**config.mk**
```make
export PLATFORM = sky130hd
export DESIGN_NAME = dfpa_front
export DESIGN_NICKNAME = d
export VERILOG_FILES = /design/src/hdl/dfpa_pkg.sv /design/src/hdl/dfpa_front.sv
export SDC_FILE = /design/constraint.sdc
export NUM_CORES = 1
export LEC_CHECK = 0
export BUFFER_PORTS_ARGS = -buffer_cell sky130_fd_sc_hd__buf_2
export CAP_MARGIN = 10
export CORE_AREA = 2 2 152 154
export DETAILED_ROUTE_END_ITERATION = 6
export DIE_AREA = 0 0 154 156
export PLACE_DENSITY = 0.73
export SLEW_MARGIN = 0
export SYNTH_ARGS = -nofsm -noshare
export SYNTH_HDL_FRONTEND = slang
export SYNTH_SLANG_ARGS = --single-unit
export TNS_END_PERCENT = 30
```
**constraint.sdc**
```tcl
create_clock -name vclk -period 6.8
set_clock_uncertainty 0.05 [all_clocks]
set_input_delay 0.68 -clock vclk [all_inputs]
set_output_delay 0.68 -clock vclk [all_outputs]
set_load 0.005 [all_outputs]
```
**src/hdl/dfpa_pkg.sv**
```systemverilog
package dfpa_pkg;

  // request codes
  localparam logic [2:0] OP_ADD = 3'd0;
  localparam logic [2:0] OP_SUB = 3'd1;
  localparam logic [2:0] OP_MUL = 3'd2;
  localparam logic [2:0] OP_DIV = 3'd3;
  localparam logic [2:0] OP_CMP = 3'd4;
  localparam logic [2:0] OP_I2D = 3'd5;
  localparam logic [2:0] OP_D2I = 3'd6;

  // status codes
  localparam logic [1:0] ST_OK  = 2'd0;
  localparam logic [1:0] ST_OVF = 2'd1;
  localparam logic [1:0] ST_DZ  = 2'd2;

  localparam logic [63:0] SCALE   = 64'd100000;
  localparam logic [63:0] POS_MAX = 64'h7FFF_FFFF_FFFF_FFFF;
  localparam logic [63:0] NEG_MAX = 64'h8000_0000_0000_0000;

  localparam int QUEUE_DEPTH = 4;
  localparam int DIV_STEPS   = 64;

  // what travels alongside the arithmetic
  typedef struct packed {
    logic [2:0]  op;
    logic        neg;
    logic        lt;
    logic        eq;
    logic        dz;
    logic        sum_ovf;
    logic [63:0] sum;
  } meta_t;

  // classified request held in the queue
  typedef struct packed {
    meta_t       meta;
    logic [63:0] mul_x;
    logic [63:0] mul_y;
    logic [63:0] divisor;
  } req_t;

endpackage

```
**src/hdl/dfpa_front.sv**
```systemverilog
module dfpa_front (
  input  logic [2:0]      req_type,
  input  logic [63:0]     operand_a,
  input  logic [63:0]     operand_b,
  output dfpa_pkg::req_t  req
);
  import dfpa_pkg::*;

  logic [63:0] mag_a;
  logic [63:0] mag_b;
  logic [63:0] b_x;
  logic [63:0] sum;
  logic        is_sub;

  // magnitudes
  assign mag_a = operand_a[63] ? (~operand_a + 64'd1) : operand_a;
  assign mag_b = operand_b[63] ? (~operand_b + 64'd1) : operand_b;

  // add or subtract with saturation check
  assign is_sub = (req_type == OP_SUB);
  assign b_x    = is_sub ? ~operand_b : operand_b;
  assign sum    = operand_a + b_x + {63'd0, is_sub};

  always_comb begin
    req.meta.op      = req_type;
    req.meta.lt      = $signed(operand_a) < $signed(operand_b);
    req.meta.eq      = (operand_a == operand_b);
    req.meta.dz      = (operand_b == 64'd0);
    req.meta.sum_ovf = (operand_a[63] == b_x[63]) && (sum[63] != operand_a[63]);
    req.meta.sum     = req.meta.sum_ovf ? (operand_a[63] ? NEG_MAX : POS_MAX) : sum;
    req.meta.neg     = operand_a[63];
    req.mul_x        = mag_a;
    req.mul_y        = 64'd0;
    req.divisor      = 64'd1;
    unique case (req_type)
      OP_MUL: begin
        req.meta.neg = operand_a[63] ^ operand_b[63];
        req.mul_y    = mag_b;
        req.divisor  = SCALE;
      end
      OP_DIV: begin
        req.meta.neg = operand_a[63] ^ operand_b[63];
        req.mul_y    = SCALE;
        req.divisor  = req.meta.dz ? 64'd1 : mag_b;
      end
      OP_I2D: begin
        req.mul_y    = SCALE;
      end
      OP_D2I: begin
        req.mul_y    = 64'd1;
        req.divisor  = SCALE;
      end
      default: begin
        req.mul_y    = 64'd0;
      end
    endcase
  end

endmodule

```
Yosys cells after proc, flatten, opt, wreduce, memory -nomap -nowiden:

Cells that the tools add are included.

* register bits after elaboration: 0
* input port bits: 131
* output and inout bits: 264
* word-level logic and storage cells: 30

* add/subtract/negate cells: 4
* $lt $le $gt $ge: 1
* eq/ne operators: 8
* muxes and demuxes: 9
* bitwise operators: 3
* reductions and logical operators: 5

Operators with widths (number)
* two-way mux 64 bit: 6
* one-hot mux 64 bit (3 select lines): 1
* adder 64 x 1 -> 64 bit, second input constant: 2
* NOT 64 bit: 2
* one-hot mux 64 bit (2 select lines): 1
* adder 64 x 1 -> 64 bit: 1
* adder 64 bit: 1
* equality test 64 bit: 1
* logical NOT 64 bit: 1
* < comparator 64 bit: 1
* equality test 3 x 2 -> 1 bit, second input constant: 2
* equality test 3 bit, second input constant: 2
* OR reduction 2 bit: 3
* equality test 3 x 1 -> 1 bit, second input constant: 1
* equality test 1 bit: 1
* logical AND 1 bit: 1
* two-way mux 1 bit: 1
* inequality test 1 bit: 1
* XOR 1 bit: 1

Depth between registers and ports, before layout:

* depth in word-level cells: 7
* depth in mapped cells: 18
* mapped depth without buffers: 14

Worst setup path before layout:

OpenSTA, ideal clock, no wires.

* path type: input-to-output
* from: input req_type[0]
* to: output req[253] in the netlist's numbering
* data arrival time: 4.711 ns
* required time: 6.070 ns
* slack: 1.359 ns
* cell stages on the path: 17
* buffers on the path: 4
* cell sequence: clkbuf_1 -> nor3b_1 -> clkbuf_1 -> buf_1 -> xnor2_1 -> ha_1 -> clkbuf_1 -> a21oi_1 -> o21ai_0 -> a2111o_1 -> o311ai_0 -> nand3_1 -> a311oi_1 -> nor4_1 -> nor4_1 -> xor2_1 -> o21ai_0

RTL lines
* start, declared: line dfpa_front.sv:2 `input logic [2:0] req_type,`
* end, declared: line dfpa_front.sv:5 `output dfpa_pkg::req_t req`

==> out/qor.yml <==
place:
  place_area_mm2: 0.0117
  io_buffers: 395
  dp_slack_ps: 884
  dpl.hpwl_mm: 36.1
  gp_congestion: 0.977
global_routing:
  grt_pass1_wl_mm: 64.6
  grt_usage_pct: 33.4
  overflow: 0
  grt_max_degree: 70
  grt_pass1_vias: 11500
  antenna_found_initial: 4
sta:
  tightestPinTransition_ps: 887
  relSlewSlack_pct: 40.5
  setup_slack_ps: 871
  period_needed_ps: 5930
  period_share_pct: 87.2
  slew_violations: 0
  whs_ps: 1580
  max_freq_mhz: 169
  setup_viol: 0
  final.setup.tns_ps: 0
  rsz0062_at_grt: "false"
  finalHoldViolCount: 0
detailed_routing:
  wl_per_cell_um: 20.6
  vias_per_cell: 6.03
  remaining_drc_errors: 0
  route.vias.total: 12500
  routed_wirelength_mm: 42.8
  first_iter_violations: 1003
  antenna_left: 0
  dr.pass1.iters: 7
layout:
  fin_util_pct: 52.4
  drive_gt1_share_pct: 24.2
  area_growth_pct: 22.2
  regArea_um2: 0
  clock_buffers: 0
  fin_nets: 2053
  fill_cells: 2338
  seq_cells: 0
  fin_area_mm2: 0.0117
setup_path:
  worstSetupPathType: "in -> out"
  slowest_delay_ps: 690
  crit_path_top_delay_cell: "o311ai_0"
  crit_fanout: 63
  crit_required_ps: 6070
  crit_chain: "buf_2 > nor3b_2 > buf_12 > xnor2_1 > ha_1 > a21oi_1 > o21ai_0 > a2111o_1 > o311ai_0 > nand3_1 > a311oi_1 > buf_4 > nor4_1 > nor4_1 > xor2_1 > o21ai_0 > buf_2"
  critPathArrivalTime_ps: 5200
  endpoint_kind: "output port"
  critPathLaunchType: "input pin"
die:
  ios: 395
  fp.dieW_um: 154
  core_area_mm2: 0.0224
  die_h_um: 156
  die_area_mm2: 0.0240
  rows: 55
  initial_utilization_pct: 42.9
yosys:
  synthesis.nets: 1734
  synthTopCellsByArea: "xnor2_1 20%, ha_1 17%, o21ai_0 7.9%, nor2_1 6.3%, a21oi_1 4.9%"
  yosysTopAreaCell: "xnor2_1"
  synthTopCellsByCount: "218 x xnor2_1, 160 x nor2_1, 152 x o21ai_0, 128 x ha_1, 108 x nand2_1"
  synth_cells: 1474
  syn_area_mm2: 0.00959
  yosysSeqAreaShare_pct: 0
  synth_cell_types: 65
  synth_area_per_cell_um2: 6.51
  synth_warnings: 0
  synth_top_area_share_pct: 19.9
  synth.most_common_cell: "xnor2_1"
cts:
  cts-resized-gates: 0
  post_cts_buffers: 0
  postCtsHoldBufs: 0
worst_hold_path:
  worstHoldPathType: "in -> out"
power:
  p_leak_nw: 5.56
  power-per-cell-area_mw_per_mm2: 109
  peakVddDrop_mv: 0.0630
run:
  drv_cap: 0
outcome:
  status: "finished, final reports clean"
## path summary, 6_finish.rpt
kind | start | endpoint | slack (ps) | cells past startpoint
max | req_type[0] | req[253] | 870 | 17
min | operand_a[0] | req[128] | 1580 | 2
## per-layer routing
| layer | up-vias | GRT usage (%) | routed length (um) |
|---|---|---|---|
| met1 | 5871 | 41.2 | 17400 |
| li1 | 5936 | - | - |
| met3 | 86 | 2.89 | 2960 |
| met5 | - | 0 | 0 |
| met4 | 0 | 10.5 | 1400 |
| met2 | 651 | 61.1 | 21000 |
## layout by cell type, fill, tap and decap left out, types with 6 or more instances in the layout
cell type / instances
buf_2: 395
xnor2_1: 218
nor2_1: 160
o21ai_0: 152
ha_1: 128
nand2_1: 107
a21oi_1: 94
inv_1: 81
nand4_1: 49
a21o_1: 48
o31ai_1: 42
nand3_1: 30
or3_1: 29
xor2_1: 27
nor3_1: 19
nor4_1: 17
nand2b_1: 16
o41ai_1: 16
o21bai_1: 15
or4_1: 10
nor2b_1: 10
o21a_1: 10
buf_4: 10
and2_1: 8
a31oi_1: 8
o211ai_1: 7
or2_2: 6
and3_1: 6
## metrics by stage
stage / power [mW] / instances
finish: 1.27 / 2080
CTS: 1.26 / 2076
floorplan: 0.763 / 1474
detailed placement: 1.26 / 2076
global route: 1.39 / 2080
global placement: 1.25 / 2076
## power by group
part,internal [mW],leakage [nW],switching (mW)
Sequential,0,0,0
Combinational,0.521,5.56,0.754
Clock,0.0000000797,0.0000254,0
Total,0.521,5.56,0.754
## area by class of cell
type	count	area, um^2	share of cell area (%)
Inverter	82	308	2.63
Tap cell	285	357	3.04
Multi-Input combinational cell	1302	8950	76.4
Antenna cell	4	10.0	0.0854
Timing Repair Buffer	407	2090	17.8
## logic make-up after synthesis
group | after synthesis | share of synthesized area [%]
buffers and inverters | 172 | 6.89
XOR/XNOR | 245 | 22.4
multiplexers | 2 | 0.209
AND/OR/NAND/NOR | 485 | 24.8
AO/OA/AOI/OAI | 440 | 28.7
adder cells (fa/ha/maj) | 130 | 17.0
## critical path: cells and delay by family
| kind | cells | cell delay (ps) |
|---|---|---|
| buf+inv | 4 | 930 |
| compound gates | 6 | 1930 |
| simple gates | 4 | 890 |
| xor+xnor | 2 | 310 |
| fa+ha+maj | 1 | 400 |
Power figures use the tool's default switching activity.
