**config.mk**
```make
export PLATFORM = sky130hd
export DESIGN_NAME = dfpa_queue
export DESIGN_NICKNAME = d
export VERILOG_FILES = /design/src/hdl/dfpa_pkg.sv /design/src/hdl/dfpa_queue.sv
export SDC_FILE = /design/constraint.sdc
export NUM_CORES = 1
export LEC_CHECK = 0
export BUFFER_PORTS_ARGS = -buffer_cell sky130_fd_sc_hd__clkbuf_2
export CELL_PAD_IN_SITES_DETAIL_PLACEMENT = 1
export CELL_PAD_IN_SITES_GLOBAL_PLACEMENT = 2
export CORE_UTILIZATION = 45
export CTS_BUF_LIST = sky130_fd_sc_hd__clkbuf_16
export CTS_CLUSTER_DIAMETER = 40
export DETAILED_ROUTE_END_ITERATION = 10
export PLACE_DENSITY_LB_ADDON = 0.1
export RECOVER_POWER = 25
export SLEW_MARGIN = 20
export SYNTH_ARGS = -nofsm -noshare
export SYNTH_HDL_FRONTEND = slang
export SYNTH_SLANG_ARGS = --single-unit
```
**constraint.sdc**
```tcl
create_clock -name clk -period 11.15 [get_ports clk]
set_clock_uncertainty 0.15 [all_clocks]
set_input_delay 1.115 -clock clk [delete_from_list [all_inputs] [get_ports clk]]
set_output_delay 1.115 -clock clk [all_outputs]
set_load 0.05 [all_outputs]
```
**src/hdl/dfpa_pkg.sv**
```systemverilog
package dfpa_pkg;

  // request codes
  localparam logic [2:0] OP_ADD = 3'd0;
  localparam logic [2:0] OP_SUB = 3'd1;
  localparam logic [2:0] OP_MUL = 3'd2;
  localparam logic [2:0] OP_DIV = 3'd3;
  localparam logic [2:0] OP_CMP = 3'd4;
  localparam logic [2:0] OP_I2D = 3'd5;
  localparam logic [2:0] OP_D2I = 3'd6;

  // status codes
  localparam logic [1:0] ST_OK  = 2'd0;
  localparam logic [1:0] ST_OVF = 2'd1;
  localparam logic [1:0] ST_DZ  = 2'd2;

  localparam logic [63:0] SCALE   = 64'd100000;
  localparam logic [63:0] POS_MAX = 64'h7FFF_FFFF_FFFF_FFFF;
  localparam logic [63:0] NEG_MAX = 64'h8000_0000_0000_0000;

  localparam int QUEUE_DEPTH = 4;
  localparam int DIV_STEPS   = 64;

  // what travels alongside the arithmetic
  typedef struct packed {
    logic [2:0]  op;
    logic        neg;
    logic        lt;
    logic        eq;
    logic        dz;
    logic        sum_ovf;
    logic [63:0] sum;
  } meta_t;

  // classified request held in the queue
  typedef struct packed {
    meta_t       meta;
    logic [63:0] mul_x;
    logic [63:0] mul_y;
    logic [63:0] divisor;
  } req_t;

endpackage

```
**src/hdl/dfpa_queue.sv**
```systemverilog
module dfpa_queue #(
  parameter int DEPTH = dfpa_pkg::QUEUE_DEPTH
) (
  input  logic            clk,
  input  logic            rst,
  input  logic            push,
  input  dfpa_pkg::req_t  push_data,
  output logic            full,
  input  logic            pop,
  output logic            not_empty,
  output dfpa_pkg::req_t  head
);
  import dfpa_pkg::*;

  localparam int PTR_W = (DEPTH > 1) ? $clog2(DEPTH) : 1;
  localparam int CNT_W = $clog2(DEPTH + 1);

  req_t             entries [0:DEPTH-1];
  logic [PTR_W-1:0] wr_ptr;
  logic [PTR_W-1:0] rd_ptr;
  logic [CNT_W-1:0] count;
  logic             do_pop;

  assign full      = (count == CNT_W'(DEPTH));
  assign not_empty = (count != '0);
  assign head      = entries[rd_ptr];
  assign do_pop    = pop && not_empty;

  // storage
  always_ff @(posedge clk) begin
    if (push) begin
      entries[wr_ptr] <= push_data;
    end
  end

  // pointers and fill count
  always_ff @(posedge clk) begin
    if (rst) begin
      wr_ptr <= '0;
      rd_ptr <= '0;
      count  <= '0;
    end else begin
      if (push) begin
        wr_ptr <= (wr_ptr == PTR_W'(DEPTH - 1)) ? '0 : wr_ptr + PTR_W'(1);
      end
      if (do_pop) begin
        rd_ptr <= (rd_ptr == PTR_W'(DEPTH - 1)) ? '0 : rd_ptr + PTR_W'(1);
      end
      if (push && !do_pop) begin
        count <= count + CNT_W'(1);
      end else if (do_pop && !push) begin
        count <= count - CNT_W'(1);
      end
    end
  end

endmodule

```
Word level (Yosys, flattened, before mapping)
Memories as Yosys holds them, arrays and structs flattened. A register that Yosys moved wholly into a read port is not among the register bits.
Index checks and enable logic that the tools add are counted.
{"block": "op_classes", "n_eq_ne": 3, "add_sub_neg": 4, "reduce_logical": 7, "mux": 8}
{"op": "2-bit two-way mux", "count": 4}
{"op": "3-bit two-way mux", "count": 2}
{"op": "2-bit by 1-bit adder with 2-bit output, second input constant", "count": 2}
{"op": "2-bit == test, second input constant", "count": 2}
{"op": "3-bit by 1-bit adder with 3-bit output, second input constant", "count": 1}
{"op": "3-bit == test, second input constant", "count": 1}
{"op": "1-bit logical AND", "count": 3}
{"op": "3-bit nonzero test", "count": 1}
{"op": "3-bit by 1-bit subtractor with 3-bit output, second input constant", "count": 1}
{"op": "1-bit logical NOT", "count": 2}
{"op": "1-bit two-way mux", "count": 2}
{"op": "2-bit nonzero test", "count": 1}
{"block": "totals", "input_bits": 268, "out_inout_bits": 266, "register_bits": 7, "ramBits": 1056, "mem_count": 1}
{"memory": "entries", "depth": 4, "width": 264, "read_ports": 1, "rd_ports_with_merged_regs": 1, "write_ports": 1, "line": "dfpa_queue.sv:18", "text": "req_t entries [0:DEPTH-1];"}

Longest topological paths before layout
Gate-level depths: netlist (run 1).
{"block": "depth", "depth_word": 5, "ltp_mapped": 7, "mapped_depth_nobuf": 7}

Worst setup path after synthesis (run 1)
No wires, ideal clock.
{"block": "synth_timing", "path_kind": "input port to flip-flop", "startpoint": "input push", "endpoint": "memory entries[0][0] (netlist name) (enable)", "required_ns": 10.343, "path_buffers": 0, "path_stages": 1, "path_slack_ns": 3.264, "arrival_time_ns": 7.079, "cell_sequence": "and2_1"}
{"block": "synth_between", "elab_chain_cells": 2}
{"item": "start: declaration", "line": "dfpa_queue.sv:6", "text": "input logic push,"}
{"item": "1-bit two-way mux", "line": "dfpa_queue.sv:31", "text": "if (push) begin"}
{"item": "1-bit two-way mux (not written as such)", "line": "dfpa_queue.sv:32", "text": "entries[wr_ptr] <= push_data;"}
{"item": "end: declaration", "line": "dfpa_queue.sv:18"}
Every way passes these cells.

==> results of run 1 <==
-- flip-flops by register name, indices dropped and copies added, names as in the netlist, named ones only --
signal / count
entries: 1056
count: 3
rd_ptr: 2
wr_ptr: 2
-- per-stage QoR --
step	util [%]	power, mW	setup slack [ps]	hold WS (ps)	cells
2_1_floorplan	-	7.05	3260	306	1423
3_3_place_gp	49.7	7.55	6280	323	3056
3_5_place_dp	49.7	7.58	6250	334	3056
4_1_cts	55.3	12.1	5480	342	3319
5_1_grt	55.2	12.3	5260	389	3328
6_report	55.2	11.9	5670	350	3333
-- routing by layer --
layer | up-vias | share of wire [%] | track usage, %
met5 | - | 0.35 | 0
met4 | 44 | 2.4 | 7.28
met3 | 186 | 8.1 | 7.28
met2 | 513 | 52 | 32.7
met1 | 9241 | 38 | 23.7
li1 | 7550 | - | -
-- tightest hold or removal path, delay by kind of cell, from the launching register on --
| kind | cells | cell delay [ps] |
|---|---|---|
| compound gates | 1 | 70 |
| flops | 1 | 320 |
| simple gates | 1 | 60 |
-- cell families (layout without fill, tap and decap cells) --
logic type | after synthesis | count (layout)
xor+xnor | 2 | 2
buf+inv | 62 | 817
other cells | 0 | 11
simple gates | 15 | 15
compound gates | 4 | 4
fa+ha+maj | 7 | 7
flops | 1065 | 1065
mux | 268 | 268
-- layout by cell type, fill, tap and decap left out, drive strengths merged, types with 2 or more instances in the layout --
cell type  instances
diode             11
or3                3
bufinv            16
mux4             264
clkinv            50
clkbuf           680
and2               4
nor2               6
dfxtp              9
ha                 6
clkinvlp          13
edfxtp          1056
mux2i              4
buf               18
xor2               2
a21oi              2
inv               40
-- final timing paths --
path | from | endpoint | slack [ps] | cells after the start
setup / recovery | flip-flop | head[25] | 5670 | 4
hold / removal | rd_ptr[0] | flip-flop | 350 | 2
setup reg to reg | wr_ptr[0] | entries[2][220] | 7810 | 5
hold reg to reg | rd_ptr[0] | flip-flop | 350 | 2
-- power by group through the flow --
stage                     registers (mW)  logic [mW]  clock network [mW]
final                               4.69        2.75                4.47
after CTS                           4.71        2.80                4.58
after global routing                4.71        2.88                4.71
after floorplan                     4.76        2.29                   0
after global placement              4.78        2.77                   0
after detailed placement            4.79        2.79                   0
-- synth_stat cells --
library cell	count	area, um2
nor3b_1	1	7.51
nand2_1	1	3.75
fa_1	1	20.0
a21oi_1	2	10.0
buf_12	29	581
clkbuf_1	3	11.3
xor2_1	2	17.5
o21ai_0	1	5.00
edfxtp_1	1056	31700
o31ai_1	1	7.51
buf_6	1	11.3
buf_2	26	130
or3_1	3	18.8
and2_1	4	25.0
mux4_2	264	5950
inv_1	3	11.3
nor2_1	6	22.5
mux2i_1	4	40.0
dfxtp_1	9	180
ha_1	6	75.1
-- final cells by class --
type                            instances  area [um2]
Timing Repair Buffer                  551        2730
Tap cell                             1144        1430
Multi-Input combinational cell        296        6210
Inverter                                3        11.3
Clock buffer                          147        3680
Antenna cell                           11        27.5
Fill cell                            7410       38200
Clock inverter                        116        1090
Sequential cell                      1065       31900
==> metrics, run 1 <==
result of the run completed; Critical path buffers and inverters 3; DR pass1 iterations 4; deepest clock path buffer count 3; GRT overflow 0; clock-pin transition on the worst setup and hold timing paths 40 ps; hold buffers post-CTS 0; delay-heaviest family, CP buffers and inverters; DRC 0; Max FO, Critical Path 95; slowest stage cell, crit path dfxtp_4; Cell Area, Synth 0.0388 mm2; Synth Area in Compound Gates 0.0580%; core box area 0.0853 mm2; crit path DAT 4210 ps; #FFs+latches synth roughly 1100; Top Ports 534; Clk pwr share 37.5%; slew of the pin with the lowest slew margin 1140 ps; Total GRT Usage 19.8%; leakage power 15.5 nW; worst-path cell chain buf_4 -> buf_12 -> mux4_2 -> clkbuf_2; Avg Cell Area, Syn approximately 27 um2; Period minus WS final ~5500 ps; gp weighted congestion 0.767; FP Rows 107; sw frac 31.2%; worst min-delay path category reg -> reg; port bufs roughly 530; initial antenna violation count 31; H-Tree Depth 4; Starting Density 45.5%; Cell Int Power between 8 and 9 mW; vias in the first global route ~19000; hpwl dp approximately 52 mm; crit path kind reg -> out; Routed WL between 80 and 90 mm; clock latency on the worst-skew pair 690 ps; Root Buffer clkbuf_16; critical path endpoint category output pin; xor/xnor share of the synthesized area less than 1%; Comb power frac 23.1%; die area 0.0875 mm2; synth-to-layout area growth 21.2%; clock sink total 1065; final-report hold violation count 0; Placed Area ~0.042 mm2; Final setup violation count 0; Via-to-Cell Ratio 5.26; largest family of logic cells by synthesized area multiplexers; P_sw 3.71 mW; Final period util 49.1%; Iter 0 DRT Violations 832; fin. max-slew vios 0; DR vias 17500; post-synthesis adder-cell area fraction 0.245%; CTS tree built; first-pass GRT wire length 124 mm; post-CTS sizing 0; largest net degree at the start of global routing 161; Post-Syn Instances roughly 1400; sequential area share after synthesis 82.1%; Startpoint Class flip-flop; peak supply drop 156 uV; die width around 300 um; register share of total power 39.4%; Setup Buffers After CTS 0; post-DR wirelength/cell 25.7 um; RSZ-0062 raised after global routing no; post-route ant nets 0; setup tns final 0 ps; Synth Warn # 0; # nets final about 2300; syn_nets roughly 1700; share of cells above drive strength 1 40.2%; Die Ht 296 um; P per Cell Area approximately 250 mW/mm2; maxcap violations 0; Max stage delay on crit path 910 ps; slew margin rel. 24.2%; post-route cell area 0.0471 mm2; post-synthesis simple-gate area fraction less than 1%; Yosys cell types 20; Critical Path RT 9890 ps; post-synthesis mux area share 15.4%; total CTS buffers 143; Max Freq 183 MHz
(Power assumes the default switching activity.)
==> inputs of run 2 (changes only) <==
==> constraint.sdc (replaced) <==
create_clock -name clk -period 5.4 [get_ports clk]
set_clock_uncertainty 0.15 [all_clocks]
set_input_delay 0.54 -clock clk [delete_from_list [all_inputs] [get_ports clk]]
set_output_delay 0.54 -clock clk [all_outputs]
set_load 0.05 [all_outputs]
==> metrics, run 2 (synthesized netlist as in run 1, its figures left out) <==
result of the run completed; slowest stage cell, crit path dfxtp_4; GRT overflow 0; DR pass1 iterations 4; Total GRT Usage 20.4%; dpl cells 3069; CTS tree built; clock sink total 1065; setup tns final 0 ps; M1 GR Usage around a quarter; worst-path cell chain buf_12 -> mux4_2 -> clkbuf_2; peak supply drop 327 uV; Non-Filler Instances 3612; die width between 200 and 300 um; Final period util 66.6%; final core utilization between 50% and 60%; Final setup violation count 0; critical path endpoint category output pin; first-pass GRT wire length ~130 mm; met2 GRT Util between 30% and 40%; total CTS buffers 146; final-report hold violation count 0; post-CTS sizing 0; core box area 0.0853 mm2; crit path DAT 2910 ps; gp weighted congestion 0.753; Max FO, Critical Path 104; Place WS 2180 ps; Max stage delay on crit path around 800 ps; leakage power between 15 and 20 nW; vias in the first global route 20400; Max Freq 278 MHz; Iter 0 DRT Violations ~900; commonest non-fill, non-tap cell in the layout edfxtp_1; max FFs per register between 1000 and 1500; post-route ant nets 0; commonest cells after routing, fill and taps aside edfxtp_1 (1056), clkbuf_2 (376), dlygate4sd3_1 (265); port bufs 533; Routed WL between 80 and 90 mm; slew of the pin with the lowest slew margin 1030 ps; worst min-delay path category in -> reg; Top reg by flops entries; # nets final between 2000 and 3000; Via-to-Cell Ratio 5.12; largest net degree at the start of global routing 105; initial antenna violation count 9; crit path kind reg -> out; Top Ports 534; maxcap violations 0; FP Rows 107; Fillers approximately 7300; Die Ht just under 300 um; DRC 0; Root Buffer clkbuf_16; Global Route met3 Usage roughly 6.4%; P per Cell Area 502 mW/mm2; fin. max-slew vios 0; Period minus WS final approximately 3600 ps; post-DR wirelength/cell 24.6 um; Critical Path RT 4710 ps; die area approximately 0.09 mm2; clock-pin transition on the worst setup and hold timing paths 50 ps; Hold Worst Slack between 100 and 150 ps; Starting Density 45.5%; DR vias 18500; Worst Slack Setup Final 1800 ps; RSZ-0062 raised after global routing no; deepest clock path buffer count 3; clock latency on the worst-skew pair a little over 700 ps; slew margin rel. 31.6%; top flop regs entries x1056, count x3; GRT Max-Usage Layer met2; share of cells above drive strength 1 roughly 37%; synth-to-layout area growth 29.0%; Startpoint Class flip-flop; Setup Buffers After CTS 0; H-Tree Depth 4; hpwl dp 52.8 mm
[run 2: changes by cell type in the layout (fill, tap and decap cells not counted), sizes merged]
cell,delta
buf,+11
bufinv,+1
clkbuf,+4
clkinv,+7
clkinvlp,+4
diode,-4
dlygate4sd3,+265
inv,-9
[run 2: path summary, 6_finish.rpt]
path / startpoint / slack [ps] / endpoint / cells after the start
max: flip-flop / 1800 / head[69] / 3
min: pop / 110 / flip-flop / 4
max reg2reg: wr_ptr[0] / 2840 / entries[2][34] / 4
min reg2reg: rd_ptr[0] / 350 / flip-flop / 2
[run 2: metrics by stage]
step / instance area [um2] / power, mW
after floorplan: 38800 / 14.5
after global placement: 42600 / 15.7
after detailed placement: 42600 / 15.7
after CTS: 50200 / 25.5
after global routing: 50100 / 26.0
final: 50100 / 25.1
[run 2: layout make-up]
type	instances	area [um2]	area share [%]
Inverter	3	11.3	0.0225
Clock buffer	151	3780	7.54
Sequential cell	1065	31900	63.7
Tap cell	1144	1430	2.86
Timing Repair Buffer	827	5560	11.1
Clock inverter	119	1170	2.35
Multi-Input combinational cell	296	6210	12.4
Antenna cell	7	17.5	0.0350
[run 2: critical path, delay by kind of cell, from the launching register on]
kind     cells  cell delay [ps]
buf+inv      2              820
flops        1              790
mux          1              460
[run 2: timing repair]
action,4_1_cts,5_1_grt
hold buffers,265,0
endpoints found under the setup margin,0,0
hold endpoints to repair,1060,0
[run 2: where the power goes]
| group | internal (mW) | switching (mW) |
|---|---|---|
| clock | 5.93 | 3.59 |
| sequential | 9.50 | 0.145 |
| combinational | 1.84 | 4.11 |
| total | 17.3 | 7.85 |
[run 2: metal layers]
layer / up-vias / wire length (um)
met5: - / 57
met4: 8 / 2070
met3: 142 / 6440
met2: 505 / 46000
met1: 9725 / 34100
li1: 8106 / -
